$ cat src/hw/rtl/assert_macros.svh
// Assertion macros shared by the RTL of the victim selector.
// No dependencies; define NO_ASSERTIONS to compile them out.
`ifndef ASSERT_MACROS_SVH
`define ASSERT_MACROS_SVH
`ifndef NO_ASSERTIONS
`define PVS_ASSERT_IMP(label, clk, rstn, ante, cons) \
	label: assert property (@(posedge clk) disable iff (!rstn) (ante) |-> (cons)) \
		else $error("implication check failed");
`define PVS_ASSERT_NEXT(label, clk, rstn, ante, cons) \
	label: assert property (@(posedge clk) disable iff (!rstn) (ante) |=> (cons)) \
		else $error("next-cycle check failed");
`else
`define PVS_ASSERT_IMP(label, clk, rstn, ante, cons)
`define PVS_ASSERT_NEXT(label, clk, rstn, ante, cons)
`endif
`endif

$ cat src/hw/rtl/pvs_mod.sv
// Serial remainder unit, one quotient bit per cycle (restoring).
// No dependencies.
module pvs_mod #(
	parameter int DW = 31,
	parameter int NW = 8,
	parameter int AW = 7
) (
	input  logic          clk,
	input  logic          arst_n,
	input  logic          start,
	input  logic [DW-1:0] dividend,
	input  logic [NW-1:0] divisor,
	output logic          done,
	output logic [AW-1:0] rem
);
	localparam int CW = $clog2(DW + 1);

	logic          busy_q;
	logic          done_q;
	logic [CW-1:0] cnt_q;
	logic [DW-1:0] quo_q;
	logic [NW-1:0] rem_q;
	logic [NW-1:0] div_q;
	logic [NW:0]   trial;
	logic          fits;

	assign trial = {rem_q, quo_q[DW-1]};
	assign fits  = trial >= {1'b0, div_q};

	always_ff @(posedge clk) begin
		if (start) begin
			quo_q <= dividend;
			rem_q <= '0;
			div_q <= divisor;
		end else if (busy_q) begin
			quo_q <= {quo_q[DW-2:0], 1'b0};
			rem_q <= fits ? NW'(trial - {1'b0, div_q}) : NW'(trial);
		end
	end

	always_ff @(posedge clk or negedge arst_n) begin
		if (!arst_n) begin
			busy_q <= 1'b0;
			done_q <= 1'b0;
			cnt_q  <= '0;
		end else begin
			done_q <= 1'b0;
			if (start) begin
				busy_q <= 1'b1;
				cnt_q  <= CW'(DW - 1);
			end else if (busy_q) begin
				if (cnt_q == '0) begin
					busy_q <= 1'b0;
					done_q <= 1'b1;
				end else begin
					cnt_q <= cnt_q - 1'b1;
				end
			end
		end
	end

	assign done = done_q;
	assign rem  = AW'(rem_q);
endmodule
$ cat config.mk
export PLATFORM = sky130hd
export DESIGN_NAME = pvs_mod
export DESIGN_NICKNAME = d
export VERILOG_FILES = /design/src/hw/rtl/assert_macros.svh /design/src/hw/rtl/pvs_mod.sv
export SDC_FILE = /design/constraint.sdc
export NUM_CORES = 1
export LEC_CHECK = 0
export BUFFER_PORTS_ARGS = -buffer_cell sky130_fd_sc_hd__buf_2
export CORE_ASPECT_RATIO = 0.9
export CORE_MARGIN = 8
export CORE_UTILIZATION = 31
export CTS_BUF_LIST = sky130_fd_sc_hd__clkbuf_16
export DETAILED_ROUTE_END_ITERATION = 8
export PLACE_DENSITY = 0.54
export RECOVER_POWER = 100
export SYNTH_ARGS = -nofsm -noshare
export SYNTH_HDL_FRONTEND = slang
export SYNTH_SLANG_ARGS = --single-unit
$ cat constraint.sdc
create_clock -name clk -period 2.83 [get_ports clk]
set_input_delay 0.566 -clock clk [delete_from_list [all_inputs] [get_ports clk]]
set_output_delay 0.566 -clock clk [all_outputs]
set_load 0.005 [all_outputs]
==> results of run 1 <==
## metal layers
layer  share of wire [%]  wire length (um)
met5                   0                 0
met3                 7.3               409
met2                  42              2350
met1                  50              2780
met4                0.77                43
## flip-flops by register name, summed over array words and instances (netlist names)
name and flops:
rem_q 8, busy_q 1, done 1, cnt_q 5, quo_q 31, div_q 8
## final cells by class
cell class	instances	area share (%)
inverters	15	1.75
clock buffers	5	3.90
flip-flops and latches	54	46.9
multi-input cells	136	33.9
well taps	119	4.64
repair buffers	52	7.68
clock inverters	3	1.17
## synth_stat cells (all sizes together) (2+ instances only)
cell    number  share of area (%)
clkbuf       5               0.69
a21oi        6                1.1
ha          10                4.6
o21a         2               0.55
a211oi       2               0.55
o21ai       11                2.0
a31oi        2               0.69
edfxtp      39                 43
dfrtp        7                6.4
nand2       13                1.9
xnor2        5                1.6
mux2        30                 12
nand3        7                1.3
nor3         3               0.55
inv         14                1.9
a2111o       2               0.82
a311oi       4                1.3
dfxtp        8                5.8
o311ai       2               0.64
nor4         3               0.91
buf         10                2.3
a31o         2               0.64
and3         2               0.46
nor3b        2               0.55
nor2        10                1.4
a21o         2               0.55
## cells by family (layout without fill, tap and decap cells)
kind of cell | count (synthesis) | in the layout
multiplexers | 30 | 30
XOR/XNOR | 6 | 6
AO/OA/AOI/OAI | 41 | 41
buffers and inverters | 30 | 75
AND/OR/NAND/NOR | 48 | 48
adder cells (fa/ha/maj) | 11 | 11
flip-flops | 54 | 54
## worst max-delay path, cell delays in order (launching register included)
cell and delay (ps):
edfxtp_1 370, inv_1 50, ha_1 210, fa_1 410
nand2b_1 210, a2111o_1 420, o311ai_0 110, o21ai_0 180
a311oi_1 270
## metrics by stage
step	hold WS, ps	total power, mW	util (%)
after global placement	411	1.78	35.8
final	180	2.43	37.5
after CTS	103	2.48	37.7
after floorplan	270	1.61	-
after global routing	194	2.59	37.5
after detailed placement	413	1.78	35.8
## power by group
group          internal [mW]  leakage, nW  total [mW]  switching [mW]
Combinational          0.319        0.650       0.719           0.399
Clock                  0.412       0.0826       0.677           0.266
Sequential             0.962        0.548        1.03          0.0715
## worst max-delay path by stage
| stage | depth (start not counted) | start | slack (ps) | end |
|---|---|---|---|---|
| after global routing | 7 | div_q[1]$_DFFE_PP_ | 330 | rem_q[4]$_SDFFE_PP0P_ |
| after floorplan | 4 | start | 770 | quo_q[0]$_SDFFCE_PN0P_ |
| final | 8 | quo_q[30]$_DFFE_PP_ | 500 | rem_q[6]$_SDFFE_PP0P_ |
| after global placement | 8 | quo_q[30]$_DFFE_PP_ | 530 | rem_q[6]$_SDFFE_PP0P_ |
| after detailed placement | 8 | quo_q[30]$_DFFE_PP_ | 530 | rem_q[6]$_SDFFE_PP0P_ |
| after CTS | 8 | quo_q[30]$_DFFE_PP_ | 510 | rem_q[6]$_SDFFE_PP0P_ |
==> flow_summary_export.csv, run 1 <==
group,metric,value,unit
synthesis,async_flop_share,13.0,%
global_routing,antenna_found_initial,0,
synthesis,synth_top_family_by_area,"multiplexers",
timing,fin_crit_sh,82.4,%
worst_setup_path,path_class,"flop to flop",
worst_setup_path,cp.required,3010,ps
clocking,numCtsBuffers,5,
finish,regArea,1510,um^2
global_routing,met2_usage,13.5,%
power_and_ir_drop,p_leak,1.28,nW
global_routing,overflow,0,
worst_setup_path,r2r-start,"quo_q[30]$_DFFE_PP_",
worst_setup_path,r2r-end,"rem_q[6]$_SDFFE_PP0P_",
clocking,cts_root_buffer,"clkbuf_16",
floorplan,io_pins,50,
worst_setup_path,critPathCaptureType,"flop",
clocking,cts_max_level,2,
global_routing,first_global_vias,1815,
placement,dpl_worst_slack,533,ps
clocking,ctsHoldBuffers,0,
finish,multi_input_area,1090,um^2
timing,finalSetupViolCount,0,
finish,area_growth,17.2,%
timing,rsz0062_at_grt,"no",
timing,tns,0,ps
synthesis,netlist_area,2740,um^2
floorplan,coreArea,8570,um^2
worst_setup_path,r2r_slack,500,ps
worst_setup_path,critPathLaunchType,"flop",
placement,placed_cell_area,3070,um^2
floorplan,dieArea,12100,um^2
synthesis,syn_inst,220,
synthesis,synth-simple-area-share,9.32,%
worst_hold_path,hp-class,"primary input to async pin",
synthesis,synth-compound-area-share,11.0,%
drt,post-route-drc-count,0,
timing,timing.slew.headroom,11.5,%
timing,skew,3.00,ps
timing,fin_ws,498,ps
power_and_ir_drop,peakVddDrop,0.246,mV
worst_setup_path,worstPathArrival,2520,ps
synthesis,ys_warn_count,0,
floorplan,die_w,115,um
drt,routedWlPerCell,14.5,um
drt,detail-route-antenna-nets,0,
finish,stdcell_count,384,
floorplan,rows,32,
timing,fmax,429,MHz
worst_setup_path,cp_max_fo,3,
timing,hold_viol_final,0,
clocking,clockBufferDepth,2,
global_routing,track_usage,9.47,%
power_and_ir_drop,p_per_area,757,nW/um^2
finish,layout_common_cells,"buf_2, edfxtp_1, mux2_2, inv_1, nand2_1",
synthesis,yosysUniqueCellTypes,49,
finish,n_fill_cell,890,
timing,worst_pin_slew,1330,ps
synthesis,avgSynthCellArea,12.4,um^2
drt,vias,1808,
synthesis,synth_flop_cell,"edfxtp_1",
timing,maxSlewViolCount,0,
clocking,postCtsSetupBuffers,0,
worst_setup_path,ff2ff_path_depth,8,
placement,hpwl,3.97,mm
placement,place.gp.congestion,0.796,
synthesis,synth-xor-area-share,1.92,%
floorplan,initial_core_util,32.0,%
drt,drtIter0Drc,82,
synthesis,synthesis.nets,273,
floorplan,die_y,105,um
status,outcome,"finished, final reports clean",
drt,drtPass1Iterations,4,
placement,port_buffers,49,
finish,fin_area,3210,um^2
placement,dp_cells,376,
run,drv_cap,0,
global_routing,gr-usage-met3,4.26,%
synthesis,synthAdderAreaFrac,5.30,%
clocking,clk_latency,290,ps
finish,fin_nets,317,
finish,drive_gt1_share,31.3,%
synthesis,muxShareOfSynthArea,12.3,%
global_routing,grt_max_degree,32,
timing,period_minus_slack,2330,ps
finish,n_antenna_cell,0,
global_routing,use_met1,12.5,%
clocking,cts_tree,"yes",
synthesis,ys_seq_area_share,55.0,%
global_routing,grt_pass1_wl,9.16,mm
global_routing,top_usage_layer,"met2",
drt,viasPerCell,4.71,
clocking,clock-sinks,54,
drt,wirelength,5.59,mm
synthesis,ys_seq_elements,54,
synthesis,synth_edf_count,39,
clocking,cts_resized,0,
finish,final_common_cell,"buf_2",
clocking,clkTransAtPathRegs,70,ps
Note: power is estimated with default switching activity, not from simulation.
==> inputs of run 2 (changes only) <==
--- a/config.mk
+++ b/config.mk
@@ -5,13 +5,14 @@
 export SDC_FILE = /design/constraint.sdc
 export NUM_CORES = 1
 export LEC_CHECK = 0
+export ABC_AREA = 1
 export BUFFER_PORTS_ARGS = -buffer_cell sky130_fd_sc_hd__buf_2
 export CORE_ASPECT_RATIO = 0.9
 export CORE_MARGIN = 8
 export CORE_UTILIZATION = 31
 export CTS_BUF_LIST = sky130_fd_sc_hd__clkbuf_16
 export DETAILED_ROUTE_END_ITERATION = 8
-export PLACE_DENSITY = 0.54
+export PLACE_DENSITY = 0.55
 export RECOVER_POWER = 100
 export SYNTH_ARGS = -nofsm -noshare
 export SYNTH_HDL_FRONTEND = slang
==> constraint.sdc (replaced) <==
create_clock -name clk -period 1.9 [get_ports clk]
set_input_delay 0.38 -clock clk [delete_from_list [all_inputs] [get_ports clk]]
set_output_delay 0.38 -clock clk [all_outputs]
set_load 0.005 [all_outputs]
==> run 2 against run 1 <==
  * Sequential share of layout area decreased by 1.5 points
  * Routed wire length up 9.3%
  * First-iteration DRC count is 8.5% higher
  * Sequential cell count did not move
  * Sequential power grew 50%
  * Clock-buffer cell count did not move
  * Via count up 20%
  * Synthesized area up 4.1%
  * Combinational power is 89% higher
  * Setup slack lost 300 ps
  * Fmax rose by 37%
  * Clock skew rose by 4.2 ps
  * Largest power group unchanged
==> flow_summary_export.csv, run 2 <==
group,metric,value,unit
timing,rsz0062_at_grt,"no",
power_and_ir_drop,p_leak,1.66,nW
synthesis,yosysUniqueCellTypes,32,
drt,viasPerCell,4.35,
global_routing,gr-usage-met3,3.48,%
worst_setup_path,r2r-start,"quo_q[30]$_DFFE_PP_",
worst_hold_path,hold_start,"divisor[6]",
floorplan,initial_core_util,31.5,%
global_routing,overflow,0,
power_and_ir_drop,p_per_area,1150,nW/um^2
placement,dpl_worst_slack,186,ps
synthesis,ys_seq_elements,54,
worst_setup_path,crit_chain,"inv_1 > ha_1 > fa_1 > nor2_2 > nand2_1 > nand4_1 > nand2_1 > inv_1 > nand2_1 > nand3_1 > nand2_1",
global_routing,top_usage_layer,"met2",
finish,fin_nets,428,
finish,largest_register_ffs,31,
clocking,clock-sinks,54,
synthesis,synth_flop_cell,"edfxtp_1",
global_routing,track_usage,10.4,%
synthesis,synthesis.nets,381,
global_routing,grt_pass1_wl,10.4,mm
clocking,clk_latency,290,ps
worst_setup_path,cp_common_cell,"nand2_1",
drt,post-route-drc-count,0,
synthesis,yosysMostFrequentCell,"nand2_1",
worst_setup_path,cp_slowest_cell,"fa_1",
synthesis,netlist_area,2850,um^2
floorplan,die_y,107,um
synthesis,synth_top_cell_by_area,"edfxtp_1",
global_routing,antenna_found_initial,0,
finish,n_antenna_cell,0,
synthesis,ys_seq_area_share,52.9,%
timing,fin_ws,200,ps
synthesis,syn_inst,328,
drt,routedWlPerCell,12.3,um
timing,hold_viol_final,0,
placement,place.gp.congestion,0.827,
worst_hold_path,hp-class,"primary input to flop",
clocking,postCtsSetupBuffers,0,
worst_setup_path,path_class,"flop to flop",
floorplan,io_pins,50,
finish,layout_common_cells,"nand2_1, buf_2, edfxtp_1, inv_1, nand3_1",
power_and_ir_drop,power,3.83,mW
synthesis,synth_commonest_cells,"nand2_1, edfxtp_1, inv_1",
worst_setup_path,critPathCaptureType,"flop",
worst_setup_path,crit_buf_inv,2,
worst_setup_path,r2r-end,"rem_q[6]$_SDFFE_PP0P_",
finish,drive_gt1_share,16.2,%
worst_setup_path,critPathLaunchType,"flop",
synthesis,synth_edf_count,39,
power_and_ir_drop,peakVddDrop,0.410,mV
timing,timing.slew.headroom,46.5,%
timing,tns,0,ps
timing,fin_crit_sh,89.5,%
finish,regMostFlops,"quo_q",
clocking,cts_root_buffer,"clkbuf_16",
timing,fmax,588,MHz
finish,reg.largest.list,"quo_q (31), div_q (8), rem_q (8)",
placement,hpwl,4.52,mm
worst_hold_path,hold_depth,1,
drt,drtIter0Drc,89,
timing,skew,7.20,ps
worst_setup_path,cp.required,2090,ps
clocking,numCtsBuffers,5,
floorplan,coreArea,9040,um^2
worst_setup_path,cp_max_fo,2,
timing,period_minus_slack,1700,ps
finish,area_growth,16.4,%
clocking,clockBufferDepth,2,
placement,port_buffers,49,
timing,worst_pin_slew,803,ps
worst_setup_path,critPathMaxStageDelay,430,ps
drt,drtPass1Iterations,4,
finish,final_common_cell,"nand2_1",
global_routing,grt_max_degree,32,
floorplan,rows,33,
synthesis,ys_warn_count,0,
floorplan,dieArea,12500,um^2
timing,finalSetupViolCount,0,
timing,maxSlewViolCount,0,
clocking,clkTransAtPathRegs,70,ps
global_routing,first_global_vias,2247,
worst_hold_path,hold_end,"div_q[6]$_DFFE_PP_",
clocking,cts_tree,"yes",
clocking,cts_max_level,2,
worst_setup_path,crit_family,"adder cells",
synthesis,synthDominantCellAreaShare,41.1,%
run,drv_cap,0,
synthesis,async_flop_share,13.0,%
drt,wirelength,6.10,mm
drt,detail-route-antenna-nets,0,
worst_setup_path,ff2ff_path_depth,11,
drt,vias,2167,
floorplan,die_w,117,um
worst_setup_path,r2r_slack,200,ps
status,outcome,"finished, final reports clean",
synthesis,synthTopCellsByArea,"edfxtp_1, nand2_1, dfrtp_1",
synthesis,avgSynthCellArea,8.69,um^2
global_routing,met2_usage,16.8,%
global_routing,use_met1,13.2,%
worst_setup_path,worstPathArrival,1890,ps
## run 2: where the power goes
part           switching (mW)  leakage, nW  internal (mW)  total, mW
Combinational           0.813         1.03          0.552       1.36
Clock                   0.426       0.0714          0.490      0.916
Sequential              0.112        0.560           1.43       1.55
## run 2: worst reg2reg max path, cell delays in order (launching register included)
cell and delay (ps):
edfxtp_1 330, inv_1 50, ha_1 220, fa_1 430
nor2_2 150, nand2_1 70, nand4_1 80, nand2_1 60
inv_1 40, nand2_1 40, nand3_1 70, nand2_1 50
## run 2: layout make-up
| type | instances | area (um^2) |
|---|---|---|
| tap | 122 | 153 |
| clock inverter | 3 | 21.3 |
| multi-input combinational | 226 | 1120 |
| fill | 970 | 5730 |
| inverter | 34 | 128 |
| timing repair buffer | 54 | 263 |
| sequential | 54 | 1510 |
| clock buffer | 5 | 125 |
## run 2: per-stage QoR
stage	cell area, um^2	hold slack (ps)	utilization, %	instances
after floorplan	2850	84.4	-	328
after global placement	3190	230	35.3	489
after detailed placement	3190	227	35.3	489
after CTS	3350	253	37.0	498
after global routing	3320	247	36.7	498
final	3320	260	36.7	498
## run 2: how the worst max path moves through the flow
stage	from	endpoint	slack, ps	cells after the start
4_1_cts	quo_q[30]$_DFFE_PP_	rem_q[6]$_SDFFE_PP0P_	180	12
3_3_place_gp	quo_q[30]$_DFFE_PP_	rem_q[6]$_SDFFE_PP0P_	250	12
2_1_floorplan	start	cnt_q[4]$_DFFE_PN0P_	30	8
3_5_place_dp	quo_q[30]$_DFFE_PP_	rem_q[6]$_SDFFE_PP0P_	190	11
6_report	quo_q[30]$_DFFE_PP_	rem_q[6]$_SDFFE_PP0P_	200	11
5_1_grt	quo_q[30]$_DFFE_PP_	rem_q[6]$_SDFFE_PP0P_	40	11
## run 2: per-layer routing
metal	up-vias	wire length [um]
met1	985	2920
met4	0	34
li1	1134	-
met2	43	2770
met5	-	0
met3	5	378
## run 2: cell families (layout without fill, tap and decap cells)
kind of cell             Yosys count  in the layout  share of synthesized area [%]
AND/OR/NAND/NOR                  204            204                           31.6
flip-flops                        54             54                           52.9
buffers and inverters             48             96                           7.51
adder cells (fa/ha/maj)           11             11                           5.09
AO/OA/AOI/OAI                      8              8                           2.02
XOR/XNOR                           3              3                          0.922
## run 2: what timing repair did
action,CTS,global route
hold buffers,1,0
endpoints found under the hold margin,7,0
resized for setup,0,1
setup endpoints to repair,0,1
==> inputs of run 3 (changes only) <==
--- a/config.mk
+++ b/config.mk
@@ -5,7 +5,7 @@
 export SDC_FILE = /design/constraint.sdc
 export NUM_CORES = 1
 export LEC_CHECK = 0
-export ABC_AREA = 1
+export ABC_AREA = 0
 export BUFFER_PORTS_ARGS = -buffer_cell sky130_fd_sc_hd__buf_2
 export CORE_ASPECT_RATIO = 0.9
 export CORE_MARGIN = 8
@@ -14,6 +14,7 @@
 export DETAILED_ROUTE_END_ITERATION = 8
 export PLACE_DENSITY = 0.55
 export RECOVER_POWER = 100
+export SETUP_SLACK_MARGIN = 0.02
 export SYNTH_ARGS = -nofsm -noshare
 export SYNTH_HDL_FRONTEND = slang
 export SYNTH_SLANG_ARGS = --single-unit
==> run 3 against run 2 <==
  * The run now ends with setup timing left
  * Via count fell by 8.0%
  * Sequential cell count did not move
  * Non-clock buffer count rose by 35
  * Combinational power rose by 26%
  * Highest routed layer unchanged
  * Critical path depth fell by 4
  * Largest power group is now combinational cells
  * Setup slack got worse by 340 ps
  * Critical path type unchanged
  * First-iteration DRC count fell by 18%
  * Critical endpoint unchanged
  * Clock power rose by 18%
  * Final cell count fell by 15%
  * Worst hold slack got worse by 4.2 ps
==> flow_summary_export.csv, run 3 (synthesized netlist as in run 1, its figures left out) <==
group,metric,value,unit
floorplan,io_pins,50,
clocking,clock-sinks,54,
worst_setup_path,critPathCaptureType,"flop",
worst_setup_path,r2r-start,"div_q[0]$_DFFE_PP_",
timing,fin_crit_sh,107,%
timing,timing.slew.headroom,52.8,%
worst_setup_path,cp.required,2110,ps
worst_setup_path,ff2ff_path_depth,7,
timing,rsz0062_at_grt,"yes",
power_and_ir_drop,peakVddDrop,0.426,mV
global_routing,grt_max_degree,32,
drt,post-route-drc-count,0,
global_routing,grt_pass1_wl,10.3,mm
power_and_ir_drop,p_leak,1.49,nW
timing,worst_pin_slew,708,ps
global_routing,antenna_found_initial,0,
power_and_ir_drop,power,4.33,mW
drt,viasPerCell,4.73,
floorplan,rows,32,
global_routing,first_global_vias,2080,
worst_setup_path,cp_max_fo,2,
finish,fin_area,3690,um^2
placement,port_buffers,49,
worst_setup_path,worstPathArrival,2240,ps
placement,place.gp.congestion,0.810,
timing,skew,3.79,ps
worst_hold_path,hp-class,"primary input to flop",
clocking,numCtsBuffers,5,
finish,drive_gt1_share,47.4,%
power_and_ir_drop,p_per_area,1170,nW/um^2
status,violations,"setup timing",
finish,final_common_cell,"buf_2",
drt,wirelength,6.18,mm
finish,largest_register_ffs,31,
floorplan,die_w,115,um
timing,hold_viol_final,0,
placement,placed_cell_area,3390,um^2
clocking,cts_root_buffer,"clkbuf_16",
timing,fmax,491,MHz
global_routing,track_usage,10.6,%
clocking,cts_max_level,2,
drt,drtIter0Drc,73,
global_routing,overflow,0,
clocking,clkTransAtPathRegs,70,ps
worst_setup_path,path_class,"flop to flop",
timing,period_minus_slack,2040,ps
floorplan,die_y,105,um
floorplan,dieArea,12100,um^2
finish,n_fill_cell,853,
finish,stdcell_count,421,
clocking,cts_tree,"yes",
worst_setup_path,r2r-end,"rem_q[6]$_SDFFE_PP0P_",
finish,reg.largest.list,"quo_q (31), div_q (8), rem_q (8)",
placement,dpl_worst_slack,-164,ps
worst_setup_path,critPathLaunchType,"flop",
drt,routedWlPerCell,14.7,um
timing,fin_ws,-137,ps
floorplan,initial_core_util,32.0,%
finish,n_antenna_cell,0,
placement,dp_cells,407,
drt,drtPass1Iterations,4,
floorplan,coreArea,8570,um^2
finish,fin_nets,354,
clocking,clockBufferDepth,2,
worst_hold_path,hold_depth,1,
timing,tns,-400,ps
worst_setup_path,r2r_slack,-140,ps
finish,area_growth,34.6,%
clocking,clk_latency,290,ps
worst_hold_path,hold_end,"div_q[1]$_DFFE_PP_",
timing,whs,256,ps
finish,regMostFlops,"quo_q",
finish,final_util,43.0,%
placement,hpwl,4.44,mm
drt,vias,1993,
timing,maxSlewViolCount,0,
worst_hold_path,hold_start,"divisor[1]",
status,outcome,"finished, violations left",
run,drv_cap,0,
finish,layout_common_cells,"buf_2, edfxtp_1, mux2_2, buf_4",
timing,finalSetupViolCount,4,
drt,detail-route-antenna-nets,0,
[run 3: area by class of cell]
cell class | instances | area, um^2 | share of cell area, %
multi-input cells | 136 | 1270 | 34.6
clock inverters | 3 | 47.5 | 1.29
inverters | 15 | 56.3 | 1.53
well taps | 119 | 149 | 4.04
flip-flops and latches | 54 | 1510 | 40.9
clock buffers | 5 | 125 | 3.39
repair buffers | 89 | 528 | 14.3
[run 3: report_power, final]
group	total (mW)	leakage, nW	switching (mW)	internal [mW]
Combinational	1.72	0.862	0.846	0.872
Sequential	1.53	0.548	0.101	1.43
Clock	1.08	0.0848	0.447	0.632
[run 3: how the worst max path moves through the flow]
stage,slack [ps],to,start,depth (start not counted)
after CTS,-130,rem_q[6]$_SDFFE_PP0P_,quo_q[30]$_DFFE_PP_,8
after global placement,-130,rem_q[6]$_SDFFE_PP0P_,quo_q[30]$_DFFE_PP_,8
after detailed placement,-160,rem_q[2]$_SDFFE_PP0P_,div_q[7]$_DFFE_PP_,7
final,-140,rem_q[6]$_SDFFE_PP0P_,div_q[0]$_DFFE_PP_,7
after global routing,-240,rem_q[6]$_SDFFE_PP0P_,div_q[0]$_DFFE_PP_,7
after floorplan,-40,rem_q[4]$_SDFFE_PP0P_,div_q[5]$_DFFE_PP_,7
[run 3: metal layers]
layer  vias up  track usage, %  part of all wire, %
met5         -               0                    0
met4         0            3.84                  1.1
met3         7            2.42                  5.3
met2        60            16.1                   46
met1       945            14.3                   47
li1        981               -                    -
[run 3: timing repair]
item | CTS | global route
resized for setup | 15 | 11
endpoints found under the hold margin | 7 | 0
setup buffers | 1 | 4
hold buffers | 1 | 0
endpoints found under the setup margin | 8 | 12
pin swaps | 11 | 5
[run 3: worst max-delay path: stages, from the launching register on]
cell and delay, ps:
edfxtp_1 420, ha_4 190, fa_2 350, nand2b_4 160, a2111o_1 380, o311ai_2 90, o21ai_1 110, a311oi_1 250
